**src/rtl/pwmf_pkg.sv**
```systemverilog
package pwmf_pkg;

   localparam int PULSE_W = 16;
   localparam int DIST_W  = 11;

   // cycles / 60 as (cycles * ceil(2^22 / 60)) >> 22, exact over 16 bits
   localparam int            RECIP_W  = 17;
   localparam logic [16:0]   CM_RECIP = 17'd69906;
   localparam int            CM_SHIFT = 22;
   localparam int            PROD_W   = PULSE_W + RECIP_W;

   localparam logic [PULSE_W-1:0] MIN_VALID_RESET = 16'd5;

   typedef struct packed {
      logic capture;    // latch the incoming pulse and its keep decision
      logic store;      // convert and write the latched pulse
      logic sort;       // one odd-even transposition pass
      logic sort_odd;   // pass works on odd pairs
      logic scan;       // run scan step on the head, rotate store
      logic scan_first; // first element of the scan
      logic finalize;   // close the last run
      logic emit;       // load result registers, clear kept count
   } pwmf_cmd_type;

endpackage

```
**src/rtl/pwmf_ctrl.sv**
```systemverilog
module pwmf_ctrl #(
   parameter int SAMPLES  = 10,
   parameter int ATTEMPTS = 25
) (
   input  logic                  clock,
   input  logic                  reset,
   input  logic                  start,
   output logic                  busy,
   output pwmf_pkg::pwmf_cmd_type cmd
);
   import pwmf_pkg::*;

   localparam int CNT_W  = $clog2(SAMPLES);
   localparam int PCNT_W = $clog2(ATTEMPTS + 1);

   typedef enum logic [5:0] {
      ST_IDLE  = 6'b000001,
      ST_STORE = 6'b000010,
      ST_SORT  = 6'b000100,
      ST_SCAN  = 6'b001000,
      ST_FINAL = 6'b010000,
      ST_EMIT  = 6'b100000
   } state_type;

   state_type          state_ff, state_in;
   logic [CNT_W-1:0]   cnt_ff, cnt_in;
   logic [PCNT_W-1:0]  pulse_cnt_ff, pulse_cnt_in;
   logic               cnt_last;

   assign cnt_last = (cnt_ff == CNT_W'(SAMPLES - 1));
   assign busy     = (state_ff != ST_IDLE);

   always_comb begin
      state_in     = state_ff;
      cnt_in       = cnt_ff;
      pulse_cnt_in = pulse_cnt_ff;
      cmd          = '0;
      unique case (state_ff)
         ST_IDLE: begin
            if (start) begin
               cmd.capture = 1'b1;
               state_in    = ST_STORE;
            end
         end
         ST_STORE: begin
            cmd.store = 1'b1;
            if (pulse_cnt_ff == PCNT_W'(ATTEMPTS - 1)) begin
               pulse_cnt_in = '0;
               cnt_in       = '0;
               state_in     = ST_SORT;
            end else begin
               pulse_cnt_in = pulse_cnt_ff + 1'b1;
               state_in     = ST_IDLE;
            end
         end
         ST_SORT: begin
            cmd.sort     = 1'b1;
            cmd.sort_odd = cnt_ff[0];
            if (cnt_last) begin
               cnt_in   = '0;
               state_in = ST_SCAN;
            end else begin
               cnt_in = cnt_ff + 1'b1;
            end
         end
         ST_SCAN: begin
            cmd.scan       = 1'b1;
            cmd.scan_first = (cnt_ff == '0);
            if (cnt_last) begin
               cnt_in   = '0;
               state_in = ST_FINAL;
            end else begin
               cnt_in = cnt_ff + 1'b1;
            end
         end
         ST_FINAL: begin
            cmd.finalize = 1'b1;
            state_in     = ST_EMIT;
         end
         ST_EMIT: begin
            cmd.emit = 1'b1;
            state_in = ST_IDLE;
         end
         default: begin
            state_in = ST_IDLE;
         end
      endcase
   end

   always_ff @(posedge clock) begin
      if (reset) begin
         state_ff     <= ST_IDLE;
         cnt_ff       <= '0;
         pulse_cnt_ff <= '0;
      end else begin
         state_ff     <= state_in;
         cnt_ff       <= cnt_in;
         pulse_cnt_ff <= pulse_cnt_in;
      end
   end

endmodule

```
**src/rtl/pwmf_datapath.sv**
```systemverilog
module pwmf_datapath #(
   parameter int SAMPLES = 10
) (
   input  logic                                clock,
   input  logic                                reset,
   input  pwmf_pkg::pwmf_cmd_type              cmd,
   input  logic [pwmf_pkg::PULSE_W-1:0]        req_pulse_cycles,
   input  logic                                csr_wr_en,
   input  logic [pwmf_pkg::PULSE_W-1:0]        csr_wr_data,
   output logic                                rsp_strobe,
   output logic [pwmf_pkg::DIST_W-1:0]         rsp_distance_cm,
   output logic                                rsp_from_mode
);
   import pwmf_pkg::*;

   localparam int IDX_W = $clog2(SAMPLES);
   localparam int KEPT_W = $clog2(SAMPLES + 1);
   localparam int LEN_W = $clog2(SAMPLES + 1);
   localparam int MID = SAMPLES / 2;

   logic [PULSE_W-1:0] min_valid_ff;
   logic [PULSE_W-1:0] pulse_ff;
   logic               keep_ff;
   logic [KEPT_W-1:0]  kept_ff, kept_in;
   logic [DIST_W-1:0]  store_ff [SAMPLES];
   logic [DIST_W-1:0]  store_in [SAMPLES];

   logic [LEN_W-1:0]   run_len_ff, run_len_in;
   logic [DIST_W-1:0]  run_val_ff, run_val_in;
   logic [LEN_W-1:0]   best_len_ff, best_len_in;
   logic [DIST_W-1:0]  best_val_ff, best_val_in;
   logic [LEN_W-1:0]   ties_ff, ties_in;

   logic [DIST_W-1:0]  dist_ff, dist_in;
   logic               mode_ff, mode_in;
   logic               strobe_ff;

   logic [PROD_W-1:0]  product;
   logic [DIST_W-1:0]  quot;
   logic [DIST_W-1:0]  head;
   logic               close_run;
   logic               use_mode;

   assign product = PROD_W'(pulse_ff) * PROD_W'(CM_RECIP);
   assign quot    = product[CM_SHIFT +: DIST_W];
   assign head    = store_ff[0];

   // sample store: write, sort pass or rotate, one at a time
   always_comb begin
      store_in = store_ff;
      kept_in  = kept_ff;
      if (cmd.store && keep_ff) begin
         store_in[kept_ff[IDX_W-1:0]] = quot;
         kept_in = kept_ff + 1'b1;
      end else if (cmd.emit) begin
         kept_in = '0;
      end
      if (cmd.sort) begin
         for (int i = 0; i < SAMPLES - 1; i++) begin
            if (((i % 2) == 1) == cmd.sort_odd && store_ff[i] > store_ff[i+1]) begin
               store_in[i]   = store_ff[i+1];
               store_in[i+1] = store_ff[i];
            end
         end
      end
      if (cmd.scan) begin
         for (int i = 0; i < SAMPLES; i++) begin
            store_in[i] = store_ff[(i + 1) % SAMPLES];
         end
      end
   end

   // run scan over the sorted store as it rotates past position 0
   always_comb begin
      run_len_in  = run_len_ff;
      run_val_in  = run_val_ff;
      best_len_in = best_len_ff;
      best_val_in = best_val_ff;
      ties_in     = ties_ff;
      close_run   = 1'b0;
      if (cmd.scan) begin
         if (!cmd.scan_first && head == run_val_ff) begin
            run_len_in = run_len_ff + 1'b1;
         end else begin
            close_run  = !cmd.scan_first;
            run_len_in = LEN_W'(1);
            run_val_in = head;
         end
      end
      if (cmd.finalize) begin
         close_run = 1'b1;
      end
      if (cmd.scan && cmd.scan_first) begin
         best_len_in = '0;
         best_val_in = '0;
         ties_in     = '0;
      end else if (close_run) begin
         if (run_len_ff > best_len_ff) begin
            best_len_in = run_len_ff;
            best_val_in = run_val_ff;
            ties_in     = LEN_W'(1);
         end else if (run_len_ff == best_len_ff) begin
            ties_in = ties_ff + 1'b1;
         end
      end
   end

   assign use_mode = (best_len_ff >= LEN_W'(2)) && (ties_ff == LEN_W'(1)) &&
                     (best_val_ff != '0);

   always_comb begin
      dist_in = dist_ff;
      mode_in = mode_ff;
      if (cmd.emit) begin
         dist_in = use_mode ? best_val_ff : store_ff[MID];
         mode_in = use_mode;
      end
   end

   always_ff @(posedge clock) begin
      if (reset) begin
         min_valid_ff <= MIN_VALID_RESET;
         kept_ff      <= '0;
         strobe_ff    <= 1'b0;
         for (int i = 0; i < SAMPLES; i++) begin
            store_ff[i] <= '0;
         end
      end else begin
         if (csr_wr_en) begin
            min_valid_ff <= csr_wr_data;
         end
         kept_ff   <= kept_in;
         strobe_ff <= cmd.emit;
         store_ff  <= store_in;
      end
   end

   always_ff @(posedge clock) begin
      if (cmd.capture) begin
         pulse_ff <= req_pulse_cycles;
         keep_ff  <= (req_pulse_cycles > min_valid_ff) && (kept_ff < KEPT_W'(SAMPLES));
      end
      run_len_ff  <= run_len_in;
      run_val_ff  <= run_val_in;
      best_len_ff <= best_len_in;
      best_val_ff <= best_val_in;
      ties_ff     <= ties_in;
      dist_ff     <= dist_in;
      mode_ff     <= mode_in;
   end

   assign rsp_strobe      = strobe_ff;
   assign rsp_distance_cm = dist_ff;
   assign rsp_from_mode   = mode_ff;

endmodule

```
**src/rtl/pulse_width_mode_median_filter_top.sv**
```systemverilog
// Channel   Ports                                   Handshake
// request   req_pulse_cycles                        start high, busy low
// response  rsp_distance_cm, rsp_from_mode          rsp_strobe, one cycle
// config    csr_wr_data                             csr_wr_en
//
// A pulse is handled as capture, then the 16x17 reciprocal multiply for /60
// and the store write. The last pulse of a burst adds SAMPLES odd-even sort
// passes, SAMPLES run-scan steps, one close step and one decision step; the
// rsp_strobe register is loaded from the decision step.
// Reset clears the sample store, its counters and min_valid_cycles (to 5).
// Results cannot be held off; busy is low again in the strobe cycle.
module pulse_width_mode_median_filter_top #(
   parameter int SAMPLES  = 10,
   parameter int ATTEMPTS = 25
) (
   input  logic                          clock,
   input  logic                          reset,
   input  logic                          start,
   output logic                          busy,
   input  logic [pwmf_pkg::PULSE_W-1:0]  req_pulse_cycles,
   input  logic                          csr_wr_en,
   input  logic [pwmf_pkg::PULSE_W-1:0]  csr_wr_data,
   output logic                          rsp_strobe,
   output logic [pwmf_pkg::DIST_W-1:0]   rsp_distance_cm,
   output logic                          rsp_from_mode
);
   import pwmf_pkg::*;

   pwmf_cmd_type cmd;

   pwmf_ctrl #(
      .SAMPLES  (SAMPLES),
      .ATTEMPTS (ATTEMPTS)
   ) u_ctrl (
      .clock (clock),
      .reset (reset),
      .start (start),
      .busy  (busy),
      .cmd   (cmd)
   );

   pwmf_datapath #(
      .SAMPLES (SAMPLES)
   ) u_datapath (
      .clock            (clock),
      .reset            (reset),
      .cmd              (cmd),
      .req_pulse_cycles (req_pulse_cycles),
      .csr_wr_en        (csr_wr_en),
      .csr_wr_data      (csr_wr_data),
      .rsp_strobe       (rsp_strobe),
      .rsp_distance_cm  (rsp_distance_cm),
      .rsp_from_mode    (rsp_from_mode)
   );

endmodule

```
**config.mk**
```make
export PLATFORM = sky130hd
export DESIGN_NAME = pulse_width_mode_median_filter_top
export DESIGN_NICKNAME = d
export VERILOG_FILES = /design/src/rtl/pwmf_pkg.sv /design/src/rtl/pwmf_ctrl.sv /design/src/rtl/pwmf_datapath.sv /design/src/rtl/pulse_width_mode_median_filter_top.sv
export SDC_FILE = /design/constraint.sdc
export NUM_CORES = 1
export LEC_CHECK = 0
export ABC_AREA = 1
export BUFFER_PORTS_ARGS = -buffer_cell sky130_fd_sc_hd__buf_4
export CORE_ASPECT_RATIO = 0.7
export CORE_UTILIZATION = 55
export DETAILED_ROUTE_END_ITERATION = 12
export PLACE_DENSITY = 0.69
export SYNTH_ARGS = -nofsm -noshare
export SYNTH_HDL_FRONTEND = slang
export SYNTH_SLANG_ARGS = --single-unit
```
**constraint.sdc**
```tcl
create_clock -name clock -period 6.75 [get_ports clock]
set_input_delay 0.3375 -clock clock [delete_from_list [all_inputs] [get_ports clock]]
set_output_delay 0.3375 -clock clock [all_outputs]
set_load 0.05 [all_outputs]
```
==> results list, run 1 <==
- TritonCTS created 23 clock buffers.
- PostCTS Resize Cnt: 0
- The count of nets left with antenna violations once routing finished came out at 0.
- Number of standard cells in the layout, taps in and fillers out: about 3100
- In this run the critical register-to-register path is launched from u_datapath.pulse_ff[3]$_DFFE_PP_.
- # port buffers: a little under 50
- During I/O placement, the number of pins put on the boundary was 50.
- Between clock sinks in the finished design, the worst skew comes to 0.0137 ns.
- For this run, design rule violations remaining after detail routing come to 0.
* Drt via density: 6.01
- Area growth from synthesis to layout: 8.08%
- The repair_antennas step left the layout with diodes totalling 0.
* WP data arrival: approximately 5.7 ns
* FF+latch count, synth: 209
* Share of synthesized registers carrying an async set or reset: 0%
* Setup ws final: roughly 1.5 ns
- Pin count of the biggest net entering global routing: 74
- Quantity of hold-fixing buffers added after cts: 11
- Number of warnings reported in the yosys synthesis log: 0
- Share of the yosys chip area belonging to registers: 25.6%
- A synthesized cell averages 6.78 µm².
- Share of post-route cells with drive strength above 1: 6.11%
- Clock tree from TritonCTS: done
* Detailed-route wire length on metal 1: 29200 µm
* Hold depth: 1
* Area taken by flip-flops and latches: 0.00462 mm²
- Kind of end point of the critical path: register
* Setup repair bufs after CTS: 0
* Total power divided by cell area: 309 mW/mm²
- After detailed routing, the average wire length per cell comes to between 20 and 25 µm.
* DIE WIDTH: 219 µm
* Global-route wire length before repair: approximately 100000 µm
* Prevailing post-synth register cell: sky130_fd_sc_hd__dfxtp_1
* Initial antenna violation count: 0
- In this run the top signal layer used is met4.
- Cell area after synthesis: roughly 0.018 mm²
* Final routed wirelength across all metal layers: 64600 µm
* Number of design-rule violations left by the first detailed-router iteration: about 2400
- Bufs on Longest Clock Path: 3
- Counting every net in the synthesized netlist gives 2946.
- Number of cells on the worst reg-to-reg path: 20
* Achievable Freq: about 190 MHz
- Static Leakage: 9.78 nW
- At the end of routability-driven placement, the weighted congestion stood at 1.00.
* Source-to-sink clock delay at the later pin of the worst-skew pair: 0.56 ns
- Initial core utilization: 55.9%
* Row cnt: 55
- The multi-input combinational cells in the finished layout cover a total of 0.0112 mm².
* Total vias in the final route: approximately 19000
* H-tree depth reported by CTS: 1
- The worst hold path begins at req_pulse_cycles[2].
- Area inside the core boundary: 0.0323 mm²
- Final #Nets: about 2900
- Before CTS, the worst setup slack after placement is 1.73 ns.
* Fill count: 3104
* Hold Crit Class: input pin to register
- Final setup viols: 0
- The endpoint identified for the worst register-to-register timing path is u_datapath.store_ff[95]$_SDFF_PP0_.
- IR Drop Worst-Case VDD: 0.406 mV
- Buffer cell driving the clock tree root: sky130_fd_sc_hd__clkbuf_16
* Tmin final: 5.22 ns
- Maximum fanout count along the critical path: 8
- The worst setup path is of the register to register kind.
- Congestion Overflow GR: 0
- Data on the critical path is required at its endpoint by between 7 and 8 ns.
- Yosys mapped the design onto 55 distinct sky130hd cell types.
* Outcome: completed
- Summed negative setup slack over all endpoints: 0 ns
* Unrepaired setup endpoints after global routing: false
- DR WL met3: 9720 µm
- Final Cycle Share: 77.4%
- The worst hold path terminates at u_datapath.pulse_ff[2]$_DFFE_PP_.
* Final hold violation count: 0
- Commonest cells after routing, fill and taps aside: sky130_fd_sc_hd__nand2_1 (545), sky130_fd_sc_hd__inv_1 (438), sky130_fd_sc_hd__o21ai_0 (276), sky130_fd_sc_hd__a21oi_1 (248), sky130_fd_sc_hd__ha_1 (225)
* Leading cell type in the layout, fill and taps excluded: sky130_fd_sc_hd__nand2_1
- Number of violations of the max-capacitance limit: 0
* Total count of max-transition violations in the final report: 0
- DR pass1 iterations: 5
- The number of global-route vias before repair came to 17000.
- Transition time of the tightest slew-check pin: 1.12 ns
- STA classifies the critical path startpoint as a register.
- The floorplan step defined a die boundary enclosing 0.0336 mm².
* Clock sink count: 209
- Slew Limit Headroom: between 20% and 30%
- The tightest hold path in the finished design has a slack of 0.0110 ns.
* Routed length on met2: ~24000 µm
- The synthesized design contains 44 enable-type register cells.
* Overall fraction of global-route tracks in use: between 30% and 40%
- The number of placed instances, taps included, is 3057.
* Post-DP HPWL: ~48000 µm
- Worst-path clk slew: 0.06 ns
* Setup slack, reg-to-reg: approximately 1.5 ns
* Chip height: 154 µm
* Synthesized instance count: about 2700
==> how the worst max path moves through the flow <==
stage	start	to	cells after the start
after floorplan	u_datapath.pulse_ff[3]$_DFFE_PP_	u_datapath.store_ff[81]$_SDFF_PP0_	21
after global placement	u_datapath.pulse_ff[3]$_DFFE_PP_	u_datapath.store_ff[95]$_SDFF_PP0_	20
after detailed placement	u_datapath.pulse_ff[3]$_DFFE_PP_	u_datapath.store_ff[40]$_SDFF_PP0_	20
after CTS	u_datapath.pulse_ff[3]$_DFFE_PP_	u_datapath.store_ff[40]$_SDFF_PP0_	20
after global routing	u_datapath.pulse_ff[3]$_DFFE_PP_	u_datapath.store_ff[40]$_SDFF_PP0_	20
final	u_datapath.pulse_ff[3]$_DFFE_PP_	u_datapath.store_ff[95]$_SDFF_PP0_	20
==> stage by stage <==
stage               total power (W)  utilization, %  instance area, µm²
detailed placement          0.00446            57.5               18600
CTS                         0.00589            60.3               19500
global placement            0.00444            57.5               18600
floorplan                   0.00353               -               18100
finish                      0.00603            60.4               19500
global route                0.00640            60.4               19500
==> power by group <==
group,internal [W],total [W],leakage (nW),switching (W)
Clock,0.000832,0.00142,0.405,0.000590
Combinational,0.000875,0.00311,7.61,0.00224
Sequential,0.00139,0.00149,1.76,0.000107
Total,0.00309,0.00603,9.78,0.00293
==> critical path: stages (launching register included) <==
cell	delay, ns
sky130_fd_sc_hd__edfxtp_1	0.46
sky130_fd_sc_hd__ha_1	0.39
sky130_fd_sc_hd__fa_1	0.58
sky130_fd_sc_hd__inv_1	0.08
sky130_fd_sc_hd__fa_1	0.50
sky130_fd_sc_hd__inv_1	0.04
sky130_fd_sc_hd__ha_1	0.29
sky130_fd_sc_hd__ha_1	0.30
sky130_fd_sc_hd__ha_1	0.33
sky130_fd_sc_hd__nand2_1	0.17
sky130_fd_sc_hd__inv_1	0.09
sky130_fd_sc_hd__nand2_1	0.07
sky130_fd_sc_hd__nand2_1	0.06
sky130_fd_sc_hd__o21bai_1	0.16
sky130_fd_sc_hd__nand2_1	0.17
sky130_fd_sc_hd__nand4_1	0.64
sky130_fd_sc_hd__nand3_1	0.41
sky130_fd_sc_hd__nand3_1	0.10
sky130_fd_sc_hd__nand2_1	0.09
sky130_fd_sc_hd__inv_1	0.04
sky130_fd_sc_hd__a21oi_1	0.13
==> logic make-up after synthesis <==
kind of cell | after synthesis | share of synthesized area (%)
xor gates and xnor gates | 10 | 0.485
DFF | 209 | 25.6
adders and majority gates | 244 | 17.7
buffers and inverters | 553 | 12.1
and+or+nand+nor | 998 | 24.6
AOI/OAI and AO/OA | 652 | 19.5
==> per-layer routing <==
layer	global-route usage, %	up-vias
li1	-	8862
met5	0	-
met1	55.7	8642
met4	13.3	0
met3	15.6	126
met2	48.9	1073
==> cells in the mapped netlist (2+ instances only) <==
cell                         n  area, µm²
sky130_fd_sc_hd__buf_1       3       11.3
sky130_fd_sc_hd__nor4_1      9       56.3
sky130_fd_sc_hd__a211oi_1    5       37.5
sky130_fd_sc_hd__a31oi_1     7       43.8
sky130_fd_sc_hd__nor2_2      2       12.5
sky130_fd_sc_hd__clkinv_2    2       10.0
sky130_fd_sc_hd__o221ai_1    3       26.3
sky130_fd_sc_hd__fa_1       19        380
sky130_fd_sc_hd__a21oi_1   248       1240
sky130_fd_sc_hd__nand2_4     3       33.8
sky130_fd_sc_hd__inv_1     440       1650
sky130_fd_sc_hd__edfxtp_1   44       1320
sky130_fd_sc_hd__or2_2       5       31.3
sky130_fd_sc_hd__buf_4       5       37.5
sky130_fd_sc_hd__o22ai_1     2       12.5
sky130_fd_sc_hd__nand2_1   545       2050
sky130_fd_sc_hd__nand3b_1    4       30.0
sky130_fd_sc_hd__a21oi_2     4       35.0
sky130_fd_sc_hd__o21bai_1    6       45.0
sky130_fd_sc_hd__ha_1      225       2820
sky130_fd_sc_hd__o41ai_1     2       17.5
sky130_fd_sc_hd__xor2_1      7       61.3
sky130_fd_sc_hd__nand3_2     2       20.0
sky130_fd_sc_hd__nor2_8      6        120
sky130_fd_sc_hd__nand2_8     2       40.0
sky130_fd_sc_hd__o211ai_1   56        420
sky130_fd_sc_hd__dfxtp_1   165       3300
sky130_fd_sc_hd__nand2_2    15       93.8
sky130_fd_sc_hd__clkbuf_2    3       15.0
sky130_fd_sc_hd__o211a_1     2       20.0
sky130_fd_sc_hd__nand3_4     3       52.6
sky130_fd_sc_hd__o21a_1      6       45.0
sky130_fd_sc_hd__o21ai_1    29        145
sky130_fd_sc_hd__inv_2      14       52.6
sky130_fd_sc_hd__nor3b_1     2       15.0
sky130_fd_sc_hd__nor3_1     17       85.1
sky130_fd_sc_hd__buf_2      32        160
sky130_fd_sc_hd__xnor2_1     3       26.3
sky130_fd_sc_hd__o21ai_0   276       1380
sky130_fd_sc_hd__nand3_1   201       1010
sky130_fd_sc_hd__nor2_4      3       33.8
sky130_fd_sc_hd__clkbuf_1   47        176
sky130_fd_sc_hd__buf_6       6       67.6
sky130_fd_sc_hd__nand4_1    31        194
sky130_fd_sc_hd__nor2_1    145        544
==> state kept, by name (all words and copies together) (netlist names), 5 cells and up <==
register,cells
u_ctrl.pulse_cnt_ff,5
u_ctrl.state_ff,6
u_datapath.best_val_ff,11
u_datapath.head,11
u_datapath.min_valid_ff,16
u_datapath.pulse_ff,16
u_datapath.rsp_distance_cm,11
u_datapath.run_val_ff,11
u_datapath.store_ff,99
==> layout make-up <==
class	instances	area share, %
Inverter	457	8.84
Clock buffer	31	3.31
Tap cell	427	2.74
Multi-Input combinational cell	1904	57.6
Timing Repair Buffer	72	2.92
Clock inverter	11	0.904
Sequential cell	209	23.7
(Power assumes the default switching activity.)
==> run 2, diff against run 1 <==
- clock period: 6.75 -> 5.1 ns (I/O delays scaled with it)
==> results list, run 2 (same netlist as run 1, synthesis figures left out) <==
- Outcome: completed
- Critical path cell sequence: ha_1 -> fa_1 -> inv_1 -> fa_1 -> inv_1 -> ha_1 -> ha_1 -> ha_1 -> nand2_1 -> inv_1 -> nand2_1 -> inv_1 -> nand2_1 -> nand2_1 -> nand2_1 -> nand3_1 -> nand2_2 -> inv_1 -> o21ai_1 -> buf_4 -> nand3_1 -> o211ai_1 -> inv_1
- Achievable Freq: 203 MHz
- H-tree depth reported by CTS: 1
- Met2 usage: 50.7%
* Largest registers: u_datapath.store_ff x99, u_datapath.min_valid_ff x16, u_datapath.pulse_ff x16
* Fill count: 3031
- Static Leakage: 9.98 nW
- Kind of end point of the critical path: register
* M1 GR Usage: a little under three fifths
- Chip height: 154 µm
- Clock tree synthesis found a total of 209 sinks.
- The number of buffers and inverters on the critical path is 7.
- Type of the setup path with the least slack: register to register
- Leaving out fill and tap cells, the most frequent cell in the layout is sky130_fd_sc_hd__nand2_1.
- Share of post-route cells with drive strength above 1: 6.91%
* Congestion Overflow GR: 0
- Weighted congestion at the end of routability-driven global placement: 1.03
* Antenna cell count: 0
* Final hold violation count: 0
- At the pin with the least slew margin, the transition time is 1.18 ns.
- Post-DP HPWL: 47900 µm
* Number of buffers inserted during clock tree synthesis: 24
* Cell type group with the largest total delay on the critical path: adder cells
- The slowest stage of the critical path is the sky130_fd_sc_hd__fa_1 cell.
- The routed design could run at a clock period as short as between 4 and 5 ns.
- Vias in the first global route: 17300
- The area growth from synthesis to layout is 10.4%.
- In this run the remaining antenna-violating nets after routing total 0.
* Core occupancy in the finished layout: 61.7%
- In the layout the commonest cells are sky130_fd_sc_hd__nand2_1 (544), sky130_fd_sc_hd__inv_1 (438), sky130_fd_sc_hd__o21ai_0 (275), sky130_fd_sc_hd__a21oi_1 (247), sky130_fd_sc_hd__ha_1 (225).
- Across every metal layer, demand over resource in global routing totals 38.2%.
* Number of violations of the max-capacitance limit: 0
* Final setup viols: 0
- Maximum fanout count along the critical path: 5
* Hold Crit Class: input pin to register
- Source-to-sink clock delay at the later pin of the worst-skew pair: 0.57 ns
* Kind of launch point of the worst setup path: register
- Hold depth: 3
- Cell repeated most along the worst path: sky130_fd_sc_hd__inv_1
* Number of flip-flops in the largest register: 99
* Setup repair bufs after CTS: 0
- Clock tree from TritonCTS: done
- Total vias in the final route: 18900
* Cell depth of the worst setup path: 23
- DIE WIDTH: approximately 220 µm
- Final cell area excluding filler cells: approximately 0.02 mm²
- Slew Limit Headroom: 21.4%
* Pin count of the biggest net entering global routing: 74
- u_datapath.store_ff holds more flip-flops than any other register.
- Drt via density: 6.01
- Summed negative setup slack over all endpoints: 0 ns
- DRC errors left: 0
- Pin placement for this block handled 50 I/O pins.
- Dividing the detail-routed wire length by the instance count gives just over 20 µm.
- Once layout is complete, the cells apart from fillers number 3149.
- The clock passes through at most 3 buffers.
* Global-route wire length before repair: 98900 µm
* Placed standard-cell area: between 0.015 and 0.02 mm²
- DR pass1 iterations: 7
* Initial antenna violation count: 2
- Setup repair after global routing left no endpoint under its margin.
* IR Drop Worst-Case VDD: roughly 0.51 mV
- Total count of max-transition violations in the final report: 0
- CTS placed an instance of sky130_fd_sc_hd__clkbuf_16 at the clock tree root.
- The final critical path takes up 96.4% of the cycle.
- Buffers placed on the I/O ports in this run total 49.
* Total power after layout: between 0.008 and 0.009 W
* Placed cell count: 3073
* Required time at the endpoint of the critical path: 5.55 ns
* WP data arrival: 5.37 ns
* Initial core utilization: 55.9%
- The global routing stage identified its most utilized layer as met1.
- Final routed wirelength across all metal layers: 64800 µm
- Total power divided by cell area: 415 mW/mm²
* Row cnt: 55
* DIE AREA: 0.0336 mm²
- Final #Nets: 2984
- On the worst path, the slowest cell contributes a delay of 0.59 ns.
- The number of cells on the worst reg-to-reg path is 23.
- Setup skew after layout: between 0.02 and 0.03 ns
- Area inside the core boundary: 0.0323 mm²
* Number of design-rule violations left by the first detailed-router iteration: 2558
- GR met3 Demand/Resource: 14.0%
* Worst-path clk slew: 0.06 ns
[run 2: worst register-to-register path, cell delays in order, from the launching register on]
cell                       delay (ns)
sky130_fd_sc_hd__edfxtp_1        0.46
sky130_fd_sc_hd__ha_1            0.38
sky130_fd_sc_hd__fa_1            0.59
sky130_fd_sc_hd__inv_1           0.08
sky130_fd_sc_hd__fa_1            0.51
sky130_fd_sc_hd__inv_1           0.04
sky130_fd_sc_hd__ha_1            0.28
sky130_fd_sc_hd__ha_1            0.29
sky130_fd_sc_hd__ha_1            0.32
sky130_fd_sc_hd__nand2_1         0.10
sky130_fd_sc_hd__inv_1           0.06
sky130_fd_sc_hd__nand2_1         0.14
sky130_fd_sc_hd__inv_1           0.10
sky130_fd_sc_hd__nand2_1         0.07
sky130_fd_sc_hd__nand2_1         0.04
sky130_fd_sc_hd__nand2_1         0.13
sky130_fd_sc_hd__nand3_1         0.14
sky130_fd_sc_hd__nand2_2         0.18
sky130_fd_sc_hd__inv_1           0.11
sky130_fd_sc_hd__o21ai_1         0.38
sky130_fd_sc_hd__buf_4           0.20
sky130_fd_sc_hd__nand3_1         0.06
sky130_fd_sc_hd__o211ai_1        0.10
sky130_fd_sc_hd__inv_1           0.06
[run 2: worst paths after layout]
check                                               start                                 endpoint  slack, ns
setup / recovery         u_datapath.pulse_ff[3]$_DFFE_PP_            u_datapath.head[6]$_SDFF_PP0_       0.18
hold / removal                             csr_wr_data[1]  u_datapath.min_valid_ff[1]$_SDFFE_PP0P_      0.002
setup reg to reg         u_datapath.pulse_ff[3]$_DFFE_PP_            u_datapath.head[6]$_SDFF_PP0_       0.18
hold reg to reg   u_datapath.min_valid_ff[7]$_SDFFE_PP0P_  u_datapath.min_valid_ff[7]$_SDFFE_PP0P_       0.47
[run 2: per-layer routing]
layer  wire, µm  up-vias
li1           -     8940
met3       9760      140
met2      24200     1100
met1      29000     8753
met5         12        -
met4       1870        2
[run 2: repair_timing]
action / CTS / global route
hold buffers: 32 / 0
endpoints found under the setup margin: 0 / 14
resized for setup: 0 / 5
endpoints found under the hold margin: 31 / 0
[run 2: where the power goes]
part           switching (W)  internal, W
clock               0.000802      0.00122
sequential          0.000135      0.00184
combinational        0.00298      0.00130
total                0.00392      0.00436
[run 2: metrics by stage]
stage	setup slack [ns]	hold WS [ns]
2_1_floorplan	0.994	0.354
3_3_place_gp	0.233	0.446
3_5_place_dp	0.218	0.448
4_1_cts	0.204	0.00136
5_1_grt	0.0418	0.0322
6_report	0.184	0.00193
[run 2: final cells by class]
type,instances,area [µm²],share of cell area (%)
sequential,209,4620,23.2
clock buffer,30,653,3.27
timing repair buffer,108,891,4.47
tap,427,534,2.68
multi-input combinational,1904,11300,56.5
inverter,457,1730,8.65
clock inverter,14,255,1.28
